## src/hdl/crc16_uart_packet_framer_defines.svh

```systemverilog
// assertion macros shared by the framer modules
`ifndef CRC16_UART_PACKET_FRAMER_DEFINES_SVH
`define CRC16_UART_PACKET_FRAMER_DEFINES_SVH

// same-cycle implication, checked out of reset
`define CRCPF_ASSERT_IMP(label, lhs, rhs) \
  label: assert property (@(posedge clk) disable iff (!rst_n) (lhs) |-> (rhs)) \
    else $error("crcpf same-cycle check failed");

// next-cycle implication, checked out of reset
`define CRCPF_ASSERT_NXT(label, lhs, rhs) \
  label: assert property (@(posedge clk) disable iff (!rst_n) (lhs) |=> (rhs)) \
    else $error("crcpf next-cycle check failed");

`endif

```

## src/hdl/crcpf_pkg.sv

```systemverilog
// types, constants and crc function for the crc-16 uart packet framer
package crcpf_pkg;

  localparam int unsigned BYTE_W     = 8;
  localparam int unsigned CRC_W      = 16;
  localparam int unsigned CFG_IDX_W  = 1;
  localparam int unsigned QDEPTH_DEF = 4;

  localparam logic [CRC_W-1:0]  CRC_POLY   = 16'h1021;
  localparam logic [BYTE_W-1:0] HEADER_RST = 8'hAA;
  localparam logic [BYTE_W-1:0] TAIL_RST   = 8'hBB;

  // configuration register indexes
  localparam logic [CFG_IDX_W-1:0] REG_HEADER = 1'b0;
  localparam logic [CFG_IDX_W-1:0] REG_TAIL   = 1'b1;

  // pieces of a frame, in emission order
  typedef enum logic [2:0] {
    PC_HDR  = 3'd0,
    PC_LEN  = 3'd1,
    PC_DAT  = 3'd2,
    PC_CRCH = 3'd3,
    PC_CRCL = 3'd4,
    PC_TAIL = 3'd5
  } piece_t;

  localparam int unsigned NPIECE = 6;

  typedef logic [NPIECE-1:0] pmask_t;

  localparam pmask_t PM_HDR   = 6'b000001;
  localparam pmask_t PM_LEN   = 6'b000010;
  localparam pmask_t PM_DAT   = 6'b000100;
  localparam pmask_t PM_CLOSE = 6'b111000;

  typedef struct packed {
    logic [BYTE_W-1:0] payload_byte;
    logic              start_of_frame;
    logic [BYTE_W-1:0] payload_length;
  } in_beat_t;

  typedef struct packed {
    logic [BYTE_W-1:0] out_byte;
    logic              frame_end;
    logic              last_of_run;
  } out_beat_t;

  typedef struct packed {
    logic [BYTE_W-1:0] header;
    logic [BYTE_W-1:0] tail;
  } cfg_t;

  // work handed from front to back: which pieces to send and their values
  typedef struct packed {
    pmask_t            mask;
    logic [BYTE_W-1:0] len_val;
    logic [BYTE_W-1:0] dat_val;
    logic [CRC_W-1:0]  crc;
  } job_t;

  // bitwise crc-16/xmodem update by one byte
  function automatic logic [CRC_W-1:0] crc_feed(input logic [CRC_W-1:0] crc,
                                                input logic [BYTE_W-1:0] b);
    logic [CRC_W-1:0] c;
    c = crc ^ {b, 8'h00};
    for (int i = 0; i < BYTE_W; i++) begin
      if (c[CRC_W-1]) begin
        c = {c[CRC_W-2:0], 1'b0} ^ CRC_POLY;
      end else begin
        c = {c[CRC_W-2:0], 1'b0};
      end
    end
    return c;
  endfunction

endpackage

```

## src/hdl/crc16_uart_packet_framer.sv

```systemverilog
// top level of the crc-16/xmodem uart packet framer
// path: an accepted beat's job passes the queue slot, the back end's current-job registers and the output register
// throughput: one output beat per cycle while out_stall is low; an input beat produces 0 to 6
// output bytes; input beats are taken every cycle while the QDEPTH-entry queue has room
// reset: synchronous active-low rst_n clears frame state, queue and output valid;
// header and tail registers return to 0xAA and 0xBB
module crc16_uart_packet_framer #(
  parameter int unsigned QDEPTH = crcpf_pkg::QDEPTH_DEF
) (
  input  logic                                 clk,
  input  logic                                 rst_n,
  input  logic                                 in_valid,
  output logic                                 in_stall,
  input  crcpf_pkg::in_beat_t                  in_payload,
  output logic                                 out_valid,
  input  logic                                 out_stall,
  output crcpf_pkg::out_beat_t                 out_payload,
  input  logic                                 cfg_we,
  input  logic [crcpf_pkg::CFG_IDX_W-1:0]      cfg_index,
  input  logic [crcpf_pkg::BYTE_W-1:0]         cfg_wdata
);
  import crcpf_pkg::*;

  cfg_t cfg_r;
  logic push;
  job_t push_job;
  logic pop;
  logic q_full;
  logic q_valid;
  job_t head_job;

  // configuration registers
  always_ff @(posedge clk) begin
    if (!rst_n) begin
      cfg_r.header <= HEADER_RST;
      cfg_r.tail   <= TAIL_RST;
    end else if (cfg_we) begin
      case (cfg_index)
        REG_HEADER: cfg_r.header <= cfg_wdata;
        REG_TAIL:   cfg_r.tail   <= cfg_wdata;
        default:    cfg_r        <= cfg_r;
      endcase
    end
  end

  crcpf_front u_front (
    .clk        (clk),
    .rst_n      (rst_n),
    .in_valid   (in_valid),
    .in_payload (in_payload),
    .q_full     (q_full),
    .in_stall   (in_stall),
    .push       (push),
    .push_job   (push_job)
  );

  crcpf_queue #(
    .DEPTH (QDEPTH)
  ) u_queue (
    .clk      (clk),
    .rst_n    (rst_n),
    .push     (push),
    .push_job (push_job),
    .pop      (pop),
    .full     (q_full),
    .q_valid  (q_valid),
    .head_job (head_job)
  );

  crcpf_back u_back (
    .clk         (clk),
    .rst_n       (rst_n),
    .cfg         (cfg_r),
    .q_valid     (q_valid),
    .head_job    (head_job),
    .pop         (pop),
    .out_valid   (out_valid),
    .out_stall   (out_stall),
    .out_payload (out_payload)
  );

endmodule

```

## src/hdl/crcpf_front.sv

```systemverilog
// front end: accepts input beats, tracks frame state and crc, builds jobs
module crcpf_front (
  input  logic                clk,
  input  logic                rst_n,
  input  logic                in_valid,
  input  crcpf_pkg::in_beat_t in_payload,
  input  logic                q_full,
  output logic                in_stall,
  output logic                push,
  output crcpf_pkg::job_t     push_job
);
  import crcpf_pkg::*;

  logic              in_frame_r, in_frame_nxt;
  logic [BYTE_W-1:0] remaining_r, remaining_nxt;
  logic [CRC_W-1:0]  crc_r, crc_nxt;
  logic              accept;
  logic [BYTE_W-1:0] rem_dec;
  job_t              job;

  assign in_stall = q_full;
  assign accept   = in_valid && !q_full;

  // classify the beat and compute the next frame state
  always_comb begin
    in_frame_nxt  = in_frame_r;
    remaining_nxt = remaining_r;
    crc_nxt       = crc_r;
    rem_dec       = (remaining_r != '0) ? remaining_r - 1'b1 : '0;
    job.mask      = '0;
    job.len_val   = in_payload.payload_length;
    job.dat_val   = in_payload.payload_byte;
    job.crc       = '0;
    if (in_payload.start_of_frame) begin
      job.mask = PM_HDR | PM_LEN;
      if (in_payload.payload_length == '0) begin
        crc_nxt       = '0;
        job.mask      = job.mask | PM_CLOSE;
        in_frame_nxt  = 1'b0;
        remaining_nxt = '0;
      end else begin
        crc_nxt       = crc_feed('0, in_payload.payload_byte);
        job.mask      = job.mask | PM_DAT;
        remaining_nxt = in_payload.payload_length - 1'b1;
        in_frame_nxt  = (remaining_nxt != '0);
        if (remaining_nxt == '0) begin
          job.mask = job.mask | PM_CLOSE;
        end
      end
    end else if (in_frame_r) begin
      crc_nxt       = crc_feed(crc_r, in_payload.payload_byte);
      job.mask      = PM_DAT;
      remaining_nxt = rem_dec;
      if (rem_dec == '0) begin
        job.mask     = job.mask | PM_CLOSE;
        in_frame_nxt = 1'b0;
      end
    end
    job.crc = crc_nxt;
  end

  assign push     = accept && (job.mask != '0);
  assign push_job = job;

  // frame state registers
  always_ff @(posedge clk) begin
    if (!rst_n) begin
      in_frame_r  <= 1'b0;
      remaining_r <= '0;
      crc_r       <= '0;
    end else if (accept) begin
      in_frame_r  <= in_frame_nxt;
      remaining_r <= remaining_nxt;
      crc_r       <= crc_nxt;
    end
  end

endmodule

```

## src/hdl/crcpf_queue.sv

```systemverilog
// short job queue between front and back
module crcpf_queue #(
  parameter int unsigned DEPTH = crcpf_pkg::QDEPTH_DEF
) (
  input  logic            clk,
  input  logic            rst_n,
  input  logic            push,
  input  crcpf_pkg::job_t push_job,
  input  logic            pop,
  output logic            full,
  output logic            q_valid,
  output crcpf_pkg::job_t head_job
);
  import crcpf_pkg::*;

  localparam int unsigned PTR_W = (DEPTH > 1) ? $clog2(DEPTH) : 1;
  localparam int unsigned CNT_W = $clog2(DEPTH + 1);

  job_t             slot_r [DEPTH];
  logic [PTR_W-1:0] wr_ptr_r, wr_ptr_nxt;
  logic [PTR_W-1:0] rd_ptr_r, rd_ptr_nxt;
  logic [CNT_W-1:0] count_r, count_nxt;

  assign full     = (count_r == CNT_W'(DEPTH));
  assign q_valid  = (count_r != '0);
  assign head_job = slot_r[rd_ptr_r];

  // pointer and fill count update
  always_comb begin
    wr_ptr_nxt = wr_ptr_r;
    rd_ptr_nxt = rd_ptr_r;
    count_nxt  = count_r;
    if (push) begin
      wr_ptr_nxt = (wr_ptr_r == PTR_W'(DEPTH - 1)) ? '0 : wr_ptr_r + 1'b1;
    end
    if (pop) begin
      rd_ptr_nxt = (rd_ptr_r == PTR_W'(DEPTH - 1)) ? '0 : rd_ptr_r + 1'b1;
    end
    if (push && !pop) begin
      count_nxt = count_r + 1'b1;
    end else if (pop && !push) begin
      count_nxt = count_r - 1'b1;
    end
  end

  always_ff @(posedge clk) begin
    if (!rst_n) begin
      wr_ptr_r <= '0;
      rd_ptr_r <= '0;
      count_r  <= '0;
    end else begin
      wr_ptr_r <= wr_ptr_nxt;
      rd_ptr_r <= rd_ptr_nxt;
      count_r  <= count_nxt;
    end
  end

  // job storage
  always_ff @(posedge clk) begin
    if (push) begin
      slot_r[wr_ptr_r] <= push_job;
    end
  end

`include "crc16_uart_packet_framer_defines.svh"

  `CRCPF_ASSERT_IMP(a_no_pop_empty, pop, count_r != '0)
  `CRCPF_ASSERT_IMP(a_no_push_full, push, !full)
  `CRCPF_ASSERT_IMP(a_count_bound, 1'b1, count_r <= CNT_W'(DEPTH))

endmodule

```

## src/hdl/crcpf_back.sv

```systemverilog
// back end: walks a job's pieces and sends one byte per beat
module crcpf_back (
  input  logic                 clk,
  input  logic                 rst_n,
  input  crcpf_pkg::cfg_t      cfg,
  input  logic                 q_valid,
  input  crcpf_pkg::job_t      head_job,
  output logic                 pop,
  output logic                 out_valid,
  input  logic                 out_stall,
  output crcpf_pkg::out_beat_t out_payload
);
  import crcpf_pkg::*;

  pmask_t            cur_mask_r, cur_mask_nxt;
  logic [BYTE_W-1:0] cur_len_r;
  logic [BYTE_W-1:0] cur_dat_r;
  logic [CRC_W-1:0]  cur_crc_r;
  logic              out_valid_r;
  out_beat_t         out_r;
  logic              load_ok;
  logic              emit;
  piece_t            sel;
  pmask_t            mask_after;
  logic [BYTE_W-1:0] sel_byte;

  assign load_ok = !out_valid_r || !out_stall;
  assign emit    = load_ok && (cur_mask_r != '0);

  // pick the earliest pending piece
  always_comb begin
    sel = PC_HDR;
    for (int i = NPIECE - 1; i >= 0; i--) begin
      if (cur_mask_r[i]) begin
        sel = piece_t'(3'(i));
      end
    end
    mask_after      = cur_mask_r;
    mask_after[sel] = 1'b0;
  end

  // byte for the chosen piece
  always_comb begin
    case (sel)
      PC_HDR:  sel_byte = cfg.header;
      PC_LEN:  sel_byte = cur_len_r;
      PC_DAT:  sel_byte = cur_dat_r;
      PC_CRCH: sel_byte = cur_crc_r[CRC_W-1:BYTE_W];
      PC_CRCL: sel_byte = cur_crc_r[BYTE_W-1:0];
      PC_TAIL: sel_byte = cfg.tail;
      default: sel_byte = cfg.header;
    endcase
  end

  // take the next job once the current one is done or finishing
  assign pop = q_valid && ((cur_mask_r == '0) || (emit && (mask_after == '0)));

  always_comb begin
    cur_mask_nxt = cur_mask_r;
    if (pop) begin
      cur_mask_nxt = head_job.mask;
    end else if (emit) begin
      cur_mask_nxt = mask_after;
    end
  end

  // current job registers
  always_ff @(posedge clk) begin
    if (!rst_n) begin
      cur_mask_r <= '0;
    end else begin
      cur_mask_r <= cur_mask_nxt;
    end
  end

  always_ff @(posedge clk) begin
    if (pop) begin
      cur_len_r <= head_job.len_val;
      cur_dat_r <= head_job.dat_val;
      cur_crc_r <= head_job.crc;
    end
  end

  // output register
  always_ff @(posedge clk) begin
    if (!rst_n) begin
      out_valid_r <= 1'b0;
    end else if (emit) begin
      out_valid_r <= 1'b1;
    end else if (!out_stall) begin
      out_valid_r <= 1'b0;
    end
  end

  always_ff @(posedge clk) begin
    if (emit) begin
      out_r.out_byte    <= sel_byte;
      out_r.frame_end   <= (sel == PC_TAIL);
      out_r.last_of_run <= (mask_after == '0);
    end
  end

  assign out_valid   = out_valid_r;
  assign out_payload = out_r;

`include "crc16_uart_packet_framer_defines.svh"

  `CRCPF_ASSERT_IMP(a_tail_ends_run, out_valid_r && out_r.frame_end, out_r.last_of_run)
  `CRCPF_ASSERT_NXT(a_pop_loads_work, pop, cur_mask_r != '0)
  `CRCPF_ASSERT_NXT(a_run_continues, out_valid_r && !out_stall && !out_r.last_of_run,
                    out_valid_r)

endmodule
```

## config.mk

```make
export PLATFORM = sky130hd
export DESIGN_NAME = crc16_uart_packet_framer
export DESIGN_NICKNAME = d
export VERILOG_FILES = /design/src/hdl/crcpf_pkg.sv /design/src/hdl/crc16_uart_packet_framer.sv /design/src/hdl/crcpf_front.sv /design/src/hdl/crcpf_queue.sv /design/src/hdl/crcpf_back.sv
export VERILOG_INCLUDE_DIRS = /design/src /design/src/hdl
export SDC_FILE = /design/constraint.sdc
export NUM_CORES = 1
export LEC_CHECK = 0
export BUFFER_PORTS_ARGS = -buffer_cell sky130_fd_sc_hd__buf_2
export CORE_MARGIN = 2
export CORE_UTILIZATION = 45
export DETAILED_ROUTE_END_ITERATION = 8
export GPL_TIMING_DRIVEN = 0
export RECOVER_POWER = 100
export SYNTH_ARGS = -nofsm -noshare
export SYNTH_HDL_FRONTEND = slang
export SYNTH_SLANG_ARGS = --single-unit
```

## constraint.sdc

```tcl
create_clock -name clk -period 6.4 [get_ports clk]
set_input_delay 0.64 -clock clk [delete_from_list [all_inputs] [get_ports clk]]
set_output_delay 0.64 -clock clk [all_outputs]
set_load 0.02 [all_outputs]
```

* Yosys cells after proc, flatten, opt, wreduce, memory -nomap -nowiden
Memories as Yosys holds them, arrays and structs flattened. A register that Yosys moved wholly into a read port is not among the register bits.
Index checks and enable logic that the tools add are counted.
** Storage, ports and cells
- Bits in registers :: 97
- Memory bits (writable) :: 152
- Bits of input ports :: 31
- Output and inout port bits :: 12
- Word-level logic and storage cells :: 166
- Memories kept :: 1
** Cells by class
- Add/subtract/negate cells :: 6
- $lt $le $gt $ge :: 2
- Equal/unequal tests :: 9
- Multiplexer cells :: 81
- Bitwise logic cells :: 20
- Reduce and logical (&&, ||, !) cells :: 31
** Memory list
- u_queue.slot_r :: words 4, width 38, read ports 1, clocked after memory_dff 1, write ports 1, RTL line crcpf_queue.sv:19 : job_t slot_r [DEPTH];
** Operator list (count)
- 16-bit 2-to-1 mux :: 31
- 13-bit 2-to-1 mux :: 16
- 3-bit inverter :: 16
- 6-bit 2-to-1 mux :: 7
- 8-bit case mux with 5 select lines :: 1
- 8-bit 2-to-1 mux :: 4
- 8-bit zero test :: 3
- 3-bit 2-to-1 mux :: 8
- 8-bit nonzero test :: 2
- 8-bit by 1-bit subtractor with 8-bit output, second input constant :: 2
- 16-bit XOR :: 1
- 6-bit zero test :: 2
- 6-bit nonzero test :: 2
- 3-bit equality test, second input constant :: 3
- 1-bit 2-to-1 mux :: 9
- 1-bit logical AND :: 8
- 2-bit 2-to-1 mux :: 4
- 6-bit AND :: 1
- 3-bit by 2-bit equality test with 1-bit output, second input constant :: 2
- 6-bit inverter :: 1
- 2-bit AND reduction :: 3
- 2-bit nonzero test :: 3
- 1-bit zero test :: 5
- 2-bit by 1-bit adder with 2-bit output, second input constant :: 2
- other kinds (11) :: 13

* Longest topological paths before layout
- Depth after elaboration :: 33
- Mapped depth :: 12
- Mapped depth without buffers :: 11

* Modules after synthesis
A second synthesis with hierarchy kept.
** Unflattened totals
- Cell total of the unflattened synthesis :: 728
- Area total of the unflattened synthesis :: 10875.4 um2
** By module, submodules not included
- crcpf_queue :: times used 1, cells each 242, area an instance 5957.0 um2, sequential area each 4744.6 um2
- crcpf_front :: times used 1, cells each 273, area an instance 2255.9 um2, sequential area each 500.5 um2
- crcpf_back :: times used 1, cells each 143, area an instance 2009.4 um2, sequential area each 1401.3 um2
- crc16_uart_packet_framer :: times used 1, cells each 70, area an instance 653.1 um2, sequential area each 320.3 um2

* Worst setup path before layout
No wires, ideal clock.
- Kind :: flip-flop to flip-flop
- From :: register u_back.cur_mask_r[3]
- To :: register u_queue.count_r[2]
- Library setup time :: 0.076 ns
- Arrival :: 3.724 ns
- Required time :: 6.324 ns
- Path slack :: 2.601 ns
- Cell stages (with the launch flop) :: 13
- Buffers on the path :: 1
- Cells stage by stage :: dfxtp_1 -> buf_2 -> maj3_2 -> o31a_1 -> o21a_1 -> nor2_1 -> inv_1 -> ha_1 -> inv_1 -> fa_1 -> xor2_1 -> or3_1 -> a21boi_0
** Between the ends
- Longest elaborated chain between the ends :: 17
- Elaborated cells between the ends (all ways) :: 23
** Ends and longest elaborated chain
- start, declared :: RTL line crcpf_back.sv:15 : pmask_t cur_mask_r, cur_mask_nxt;
- start signal, assigned :: RTL line crcpf_back.sv:72 : cur_mask_r <= cur_mask_nxt;
- 3-bit 2-to-1 mux (4 in a row) :: RTL line crcpf_back.sv:34 : if (cur_mask_r[i]) begin
- 3-bit by 4-bit < comparator with 1-bit output (implied by the code) or 3-bit by 1-bit >= comparator with 1-bit output (tied branches) :: RTL line crcpf_back.sv:39 : mask_after[sel] = 1'b0;
- 1-bit logical AND (implied by the code) :: RTL line crcpf_back.sv:39
- 1-bit 2-to-1 mux (implied by the code) :: RTL line crcpf_back.sv:39
- 1-bit demux with 3-bit select
- 6-bit inverter (no source line)
- 6-bit AND (no source line)
- 6-bit zero test :: RTL line crcpf_back.sv:56 : assign pop = q_valid && ((cur_mask_r == '0) || (emit && (mask_after == '0)));
- 1-bit logical AND :: RTL line crcpf_back.sv:56
- 1-bit logical OR (*) :: RTL line crcpf_back.sv:56
- 1-bit logical AND (*) :: RTL line crcpf_back.sv:56
- 1-bit zero test :: RTL line crcpf_queue.sv:39 : if (push && !pop) begin
- 1-bit logical AND :: RTL line crcpf_queue.sv:39
- 3-bit 2-to-1 mux or 2-bit nonzero test (tied branches)
- end signal, assigned :: RTL line crcpf_queue.sv:54 : count_r <= count_nxt;
- end, declared :: RTL line crcpf_queue.sv:22 : logic [CNT_W-1:0] count_r, count_nxt;
Mark *: on every way between the ends. The rest lies on a longest branch, timed or not.
A chain may end at the register's enable or synchronous reset.

* Final worst setup path
- From :: register u_queue.count_r[0]
- To :: memory u_queue.slot_r[0][12] (netlist name) (enable)
** Between the ends
- Longest elaborated chain between the ends :: 6
** Ends and longest elaborated chain
- 3-bit equality test :: RTL line crcpf_queue.sv:24 : assign full = (count_r == CNT_W'(DEPTH));
- 1-bit zero test :: RTL line crcpf_front.sv:22 : assign accept = in_valid && !q_full;
- 1-bit logical AND :: RTL line crcpf_front.sv:22
- 1-bit logical AND :: RTL line crcpf_front.sv:62 : assign push = accept && (job.mask != '0);
- net push :: RTL line crc16_uart_packet_framer.sv:25 : logic push;
- 1-bit 2-to-1 mux :: RTL line crcpf_queue.sv:60 : if (push) begin
- 1-bit 2-to-1 mux (implied by the code) :: RTL line crcpf_queue.sv:61 : slot_r[wr_ptr_r] <= push_job;
- end, declared :: RTL line crcpf_queue.sv:19
The timed path passes the listed nets, and every way through them passes these cells.

==> metrics.txt <==
# TYPE chip_impl_metric gauge
chip_impl_metric{name="route.antenna.remaining_nets",unit=""} 0
chip_impl_info{name="worst_hold_path_type",value="primary input to flip-flop"} 1
chip_impl_metric{name="fraction_of_final_layout_cells_sized_beyond_drive_strength_1",unit="%"} 12.1
chip_impl_metric{name="cts_post_setup_buffers_inserted",unit=""} 0
chip_impl_metric{name="synth.area.mux_share",unit="%"} 8.41
chip_impl_metric{name="final.min_clock_period",unit="ns"} 4.68
chip_impl_metric{name="via_count_of_the_first_global_routing_pass",unit=""} 6511
chip_impl_metric{name="yosysSeqAreaShare",unit="%"} 65.5
chip_impl_metric{name="ys_ff_latch",unit=""} 239
chip_impl_metric{name="fin_nets",unit=""} 833
chip_impl_metric{name="power.share.switching",unit="%"} 31.4
chip_impl_info{name="crit_type",value="flip-flop to flip-flop"} 1
chip_impl_metric{name="core-area",unit="µm²"} 21900
chip_impl_metric{name="number_of_antenna_violations_at_the_first_check_in_global_routing",unit=""} 1
chip_impl_metric{name="max_freq",unit="MHz"} 214
chip_impl_info{name="failing_checks",value="max-capacitance violations, max-slew violations"} 1
chip_impl_info{name="cts_tree",value="yes"} 1
chip_impl_metric{name="i_o_pin_count",unit=""} 43
chip_impl_metric{name="gp_routability_congestion",unit=""} 0.870
chip_impl_metric{name="timing.critical_path.required",unit="ns"} 6.39
chip_impl_metric{name="postSynthAreaPerCell",unit="µm²"} 14.1
chip_impl_metric{name="fin_crit_sh",unit="%"} 73.2
chip_impl_metric{name="routedWlPerCell",unit="µm"} 22.0
chip_impl_metric{name="global_route.overflow_total",unit=""} 0
chip_impl_metric{name="dr.first_iter.drc_count",unit=""} 546
chip_impl_metric{name="post_synth_instance_area",unit="µm²"} 10100
chip_impl_metric{name="slew_viol_final",unit=""} 125
chip_impl_metric{name="fp.dieArea",unit="µm²"} 23600
chip_impl_metric{name="clock-sinks",unit=""} 239
chip_impl_metric{name="total_routing_resource_utilization_after_global_routing",unit="%"} 20.5
chip_impl_metric{name="area_growth_syn_to_layout",unit="%"} 13.6
chip_impl_metric{name="crit_arrival",unit="ns"} 4.67
chip_impl_metric{name="synth.lib_cells_used.distinct",unit=""} 65
chip_impl_metric{name="power_frac_seq",unit="%"} 44.0
chip_impl_metric{name="vias",unit=""} 6295
chip_impl_info{name="cell_type_with_the_largest_total_area_after_synthesis",value="sky130_fd_sc_hd__edfxtp_1"} 1
chip_impl_metric{name="asyncSetResetFlopFracSynth",unit="%"} 0
chip_impl_metric{name="dieWidth",unit="µm"} 154
chip_impl_metric{name="maxCapViolations",unit=""} 5
chip_impl_metric{name="reg2reg_slack",unit="ns"} 1.72
chip_impl_metric{name="setup_total_negative_slack",unit="ns"} 0
chip_impl_info{name="status",value="finished with violations"} 1
chip_impl_metric{name="io_buffers",unit=""} 42
chip_impl_metric{name="fraction_of_the_mapped_netlist_area_in_compound_gates",unit="%"} 10.2
chip_impl_info{name="synth_area_leaders",value="sky130_fd_sc_hd__edfxtp_1, sky130_fd_sc_hd__dfxtp_1, sky130_fd_sc_hd__mux4_2"} 1
chip_impl_metric{name="worst_pin_slew",unit="ns"} 2.20
chip_impl_metric{name="effective_utilization_at_floorplan",unit="%"} 46.1
chip_impl_metric{name="synthXorXnorAreaFrac",unit="%"} 3.11
chip_impl_metric{name="pwr-share-clk",unit="%"} 29.8
chip_impl_metric{name="synth-edff-count",unit=""} 182
chip_impl_metric{name="path_max_fanout",unit=""} 27
chip_impl_metric{name="grt_pass1_wl",unit="mm"} 37.2
chip_impl_metric{name="pwr_density_cell",unit="nW/µm²"} 429
chip_impl_metric{name="post_synth_and_or_nand_nor_area_fraction",unit="%"} 9.33
chip_impl_metric{name="netlist.area_leader.share",unit="%"} 54.2
chip_impl_metric{name="yosys.area_share.adder",unit="%"} 1.43
chip_impl_metric{name="net-switching-power",unit="mW"} 1.54
chip_impl_metric{name="wirelength",unit="mm"} 24.1
chip_impl_info{name="crit_path_start_kind",value="flip-flop"} 1
chip_impl_metric{name="postCtsHoldBufs",unit=""} 0
chip_impl_metric{name="std_cell_rows",unit=""} 54
chip_impl_metric{name="power_frac_comb",unit="%"} 26.2
chip_impl_metric{name="synth_net_count",unit=""} 759
chip_impl_metric{name="diodes",unit=""} 0
chip_impl_metric{name="layout.core_utilization",unit="%"} 52.3
chip_impl_metric{name="drtPass1Iterations",unit=""} 5
chip_impl_metric{name="cellInternalPower",unit="mW"} 3.37
chip_impl_metric{name="clk_pin_slew",unit="ns"} 0.06
chip_impl_info{name="synth_top_flop_cell",value="sky130_fd_sc_hd__edfxtp_1"} 1
chip_impl_metric{name="post_cts_resized",unit=""} 0
chip_impl_info{name="clock_root_buffer",value="sky130_fd_sc_hd__clkbuf_16"} 1
chip_impl_metric{name="place_area",unit="µm²"} 10700
chip_impl_metric{name="max-slew-margin-rel",unit="%"} -46.5
chip_impl_metric{name="avgViaCountPerCell",unit=""} 5.76
chip_impl_metric{name="dieHeight",unit="µm"} 154
chip_impl_metric{name="cts_buffer_depth",unit=""} 3
chip_impl_info{name="cp-end-kind",value="flip-flop"} 1
chip_impl_metric{name="syn-instance-count",unit=""} 718
chip_impl_info{name="grt_setup_unrepaired",value="no"} 1
chip_impl_metric{name="drcViolationCount",unit=""} 0
chip_impl_info{name="combinational_family_with_the_most_area_after_synthesis",value="compound AO/OA/AOI/OAI gates"} 1
chip_impl_metric{name="worst_skew_pair_later_pin_latency",unit="ns"} 0.52
chip_impl_metric{name="holdWs",unit="ns"} 0.347
chip_impl_metric{name="yosysWarnings",unit=""} 0
chip_impl_metric{name="static-leakage-power",unit="nW"} 3.89
chip_impl_metric{name="setup_violations",unit=""} 0
chip_impl_metric{name="design_area_final",unit="µm²"} 11500
chip_impl_metric{name="pin_count_of_the_biggest_net_entering_global_routing",unit=""} 34
chip_impl_metric{name="finalHoldViolations",unit=""} 0
chip_impl_metric{name="vdd_drop_max",unit="mV"} 0.181
chip_impl_metric{name="numCtsBuffers",unit=""} 26
chip_impl_metric{name="fin_worst_skew",unit="ns"} 0.00864
chip_impl_metric{name="cts_htree_levels",unit=""} 1
chip_impl_metric{name="dp_hpwl",unit="mm"} 16.7
==> logic make-up (layout without fill, tap and decap cells) <==
family,after synthesis,after routing
compound gates,142,142
xor+xnor,35,35
fa+ha+maj,11,11
buf+inv,53,147
flops,239,239
mux,41,41
simple gates,197,197
==> power groups by stage <==
stage	Clock (mW)	Sequential [mW]	Combinational, mW
after floorplan	0	2.21	0.867
after global placement	0	2.19	1.26
after global routing	1.55	2.19	1.41
after detailed placement	0	2.19	1.32
final	1.46	2.16	1.29
after CTS	1.49	2.16	1.32
==> layout make-up <==
| type | instances | area [µm²] |
|---|---|---|
| Tap cell | 280 | 350 |
| Clock buffer | 29 | 683 |
| Buffer | 36 | 138 |
| Multi-Input combinational cell | 426 | 3270 |
| Fill cell | 1873 | 10400 |
| Timing Repair Buffer | 46 | 188 |
| Clock inverter | 19 | 155 |
| Sequential cell | 239 | 6610 |
| Inverter | 17 | 63.8 |
==> Yosys cell counts, types with 4 or more instances <==
| master | instances |
|---|---|
| sky130_fd_sc_hd__dfxtp_1 | 57 |
| sky130_fd_sc_hd__o21a_1 | 5 |
| sky130_fd_sc_hd__xnor2_1 | 22 |
| sky130_fd_sc_hd__mux2i_1 | 6 |
| sky130_fd_sc_hd__nor2_1 | 30 |
| sky130_fd_sc_hd__o21ai_0 | 31 |
| sky130_fd_sc_hd__nor2b_1 | 10 |
| sky130_fd_sc_hd__a31oi_1 | 5 |
| sky130_fd_sc_hd__clkbuf_1 | 29 |
| sky130_fd_sc_hd__mux4_2 | 35 |
| sky130_fd_sc_hd__or3_1 | 5 |
| sky130_fd_sc_hd__a21oi_1 | 8 |
| sky130_fd_sc_hd__inv_1 | 16 |
| sky130_fd_sc_hd__edfxtp_1 | 182 |
| sky130_fd_sc_hd__and2_1 | 9 |
| sky130_fd_sc_hd__nand3_1 | 21 |
| sky130_fd_sc_hd__a211o_1 | 5 |
| sky130_fd_sc_hd__xor2_1 | 12 |
| sky130_fd_sc_hd__nand4_1 | 4 |
| sky130_fd_sc_hd__ha_1 | 9 |
| sky130_fd_sc_hd__nand2b_1 | 7 |
| sky130_fd_sc_hd__a22oi_1 | 19 |
| sky130_fd_sc_hd__o211ai_1 | 4 |
| sky130_fd_sc_hd__buf_2 | 6 |
| sky130_fd_sc_hd__o31a_1 | 4 |
| sky130_fd_sc_hd__nand2_1 | 83 |
| sky130_fd_sc_hd__nor3_1 | 12 |
| sky130_fd_sc_hd__a221oi_1 | 7 |
| sky130_fd_sc_hd__a21boi_0 | 18 |
==> sequential cells by signal, summed over array words and instances, names as in the netlist, named ones only <==
name and cells:
cfg_r 16, u_back.cur_crc_r 16, u_back.cur_dat_r 8, u_back.cur_len_r 8, u_back.cur_mask_r 6, u_back.out_payload 10
u_back.out_valid 1, u_front.crc_r 16, u_front.in_frame_r 1, u_front.remaining_r 8, u_queue.count_r 3, u_queue.rd_ptr_r 2
u_queue.slot_r 140, u_queue.wr_ptr_r 2
==> path summary, 6_finish.rpt <==
path	from	to	cells after the start
worst max-delay path	u_queue.count_r[0]	u_queue.slot_r[0][12]	7
worst min-delay path	cfg_wdata[7]	cfg_r[7]	3
worst max register to register	u_queue.count_r[0]	u_queue.slot_r[0][12]	7
worst min register to register	cfg_r[10]	cfg_r[10]	2
==> routing by layer <==
metal / part of all wire, % / GRT usage (%) / up-vias
li1: - / - / 2908
met1: 44 / 27.6 / 3133
met2: 48 / 34.5 / 205
met3: 5.3 / 3.02 / 49
met4: 3.0 / 6.86 / 0
met5: 0 / 0 / -
==> cells in the final DEF, fill, tap and decap left out, types with 7 or more instances in the layout <==
cell type                   count
sky130_fd_sc_hd__nor2_1        29
sky130_fd_sc_hd__clkbuf_1      70
sky130_fd_sc_hd__buf_2         14
sky130_fd_sc_hd__ha_1           9
sky130_fd_sc_hd__xnor2_1       22
sky130_fd_sc_hd__inv_1         17
sky130_fd_sc_hd__xor2_1        12
sky130_fd_sc_hd__nand3_1       21
sky130_fd_sc_hd__nand2b_1       7
sky130_fd_sc_hd__nor2b_1       10
sky130_fd_sc_hd__nor3_1        12
sky130_fd_sc_hd__o21ai_0       31
sky130_fd_sc_hd__nand2_1       83
sky130_fd_sc_hd__a21boi_0      20
sky130_fd_sc_hd__a21oi_1        8
sky130_fd_sc_hd__mux4_2        35
sky130_fd_sc_hd__dfxtp_1       57
sky130_fd_sc_hd__clkbuf_16     27
sky130_fd_sc_hd__edfxtp_1     182
sky130_fd_sc_hd__a221oi_1       7
sky130_fd_sc_hd__a22oi_1       19
sky130_fd_sc_hd__clkinv_2       8
==> worst max-delay path, stage by stage (launching register included) <==
cell and delay [ns]:
sky130_fd_sc_hd__dfxtp_1 0.37, sky130_fd_sc_hd__nor3b_1 1.23, sky130_fd_sc_hd__nor2_1 0.22, sky130_fd_sc_hd__nand2_1 0.25
sky130_fd_sc_hd__inv_1 0.19, sky130_fd_sc_hd__clkbuf_1 0.37, sky130_fd_sc_hd__and2_0 0.63, sky130_fd_sc_hd__clkbuf_1 0.86
==> metrics by stage <==
step	std cells	total power [mW]	setup WS, ns
finish	1092	4.91	1.72
global route	1092	5.15	1.47
CTS	1092	4.97	3.02
detailed placement	1044	3.51	2.86
global placement	1040	3.46	1.90
floorplan	718	3.08	2.60
No activity file was read; power rests on OpenSTA's default activity.
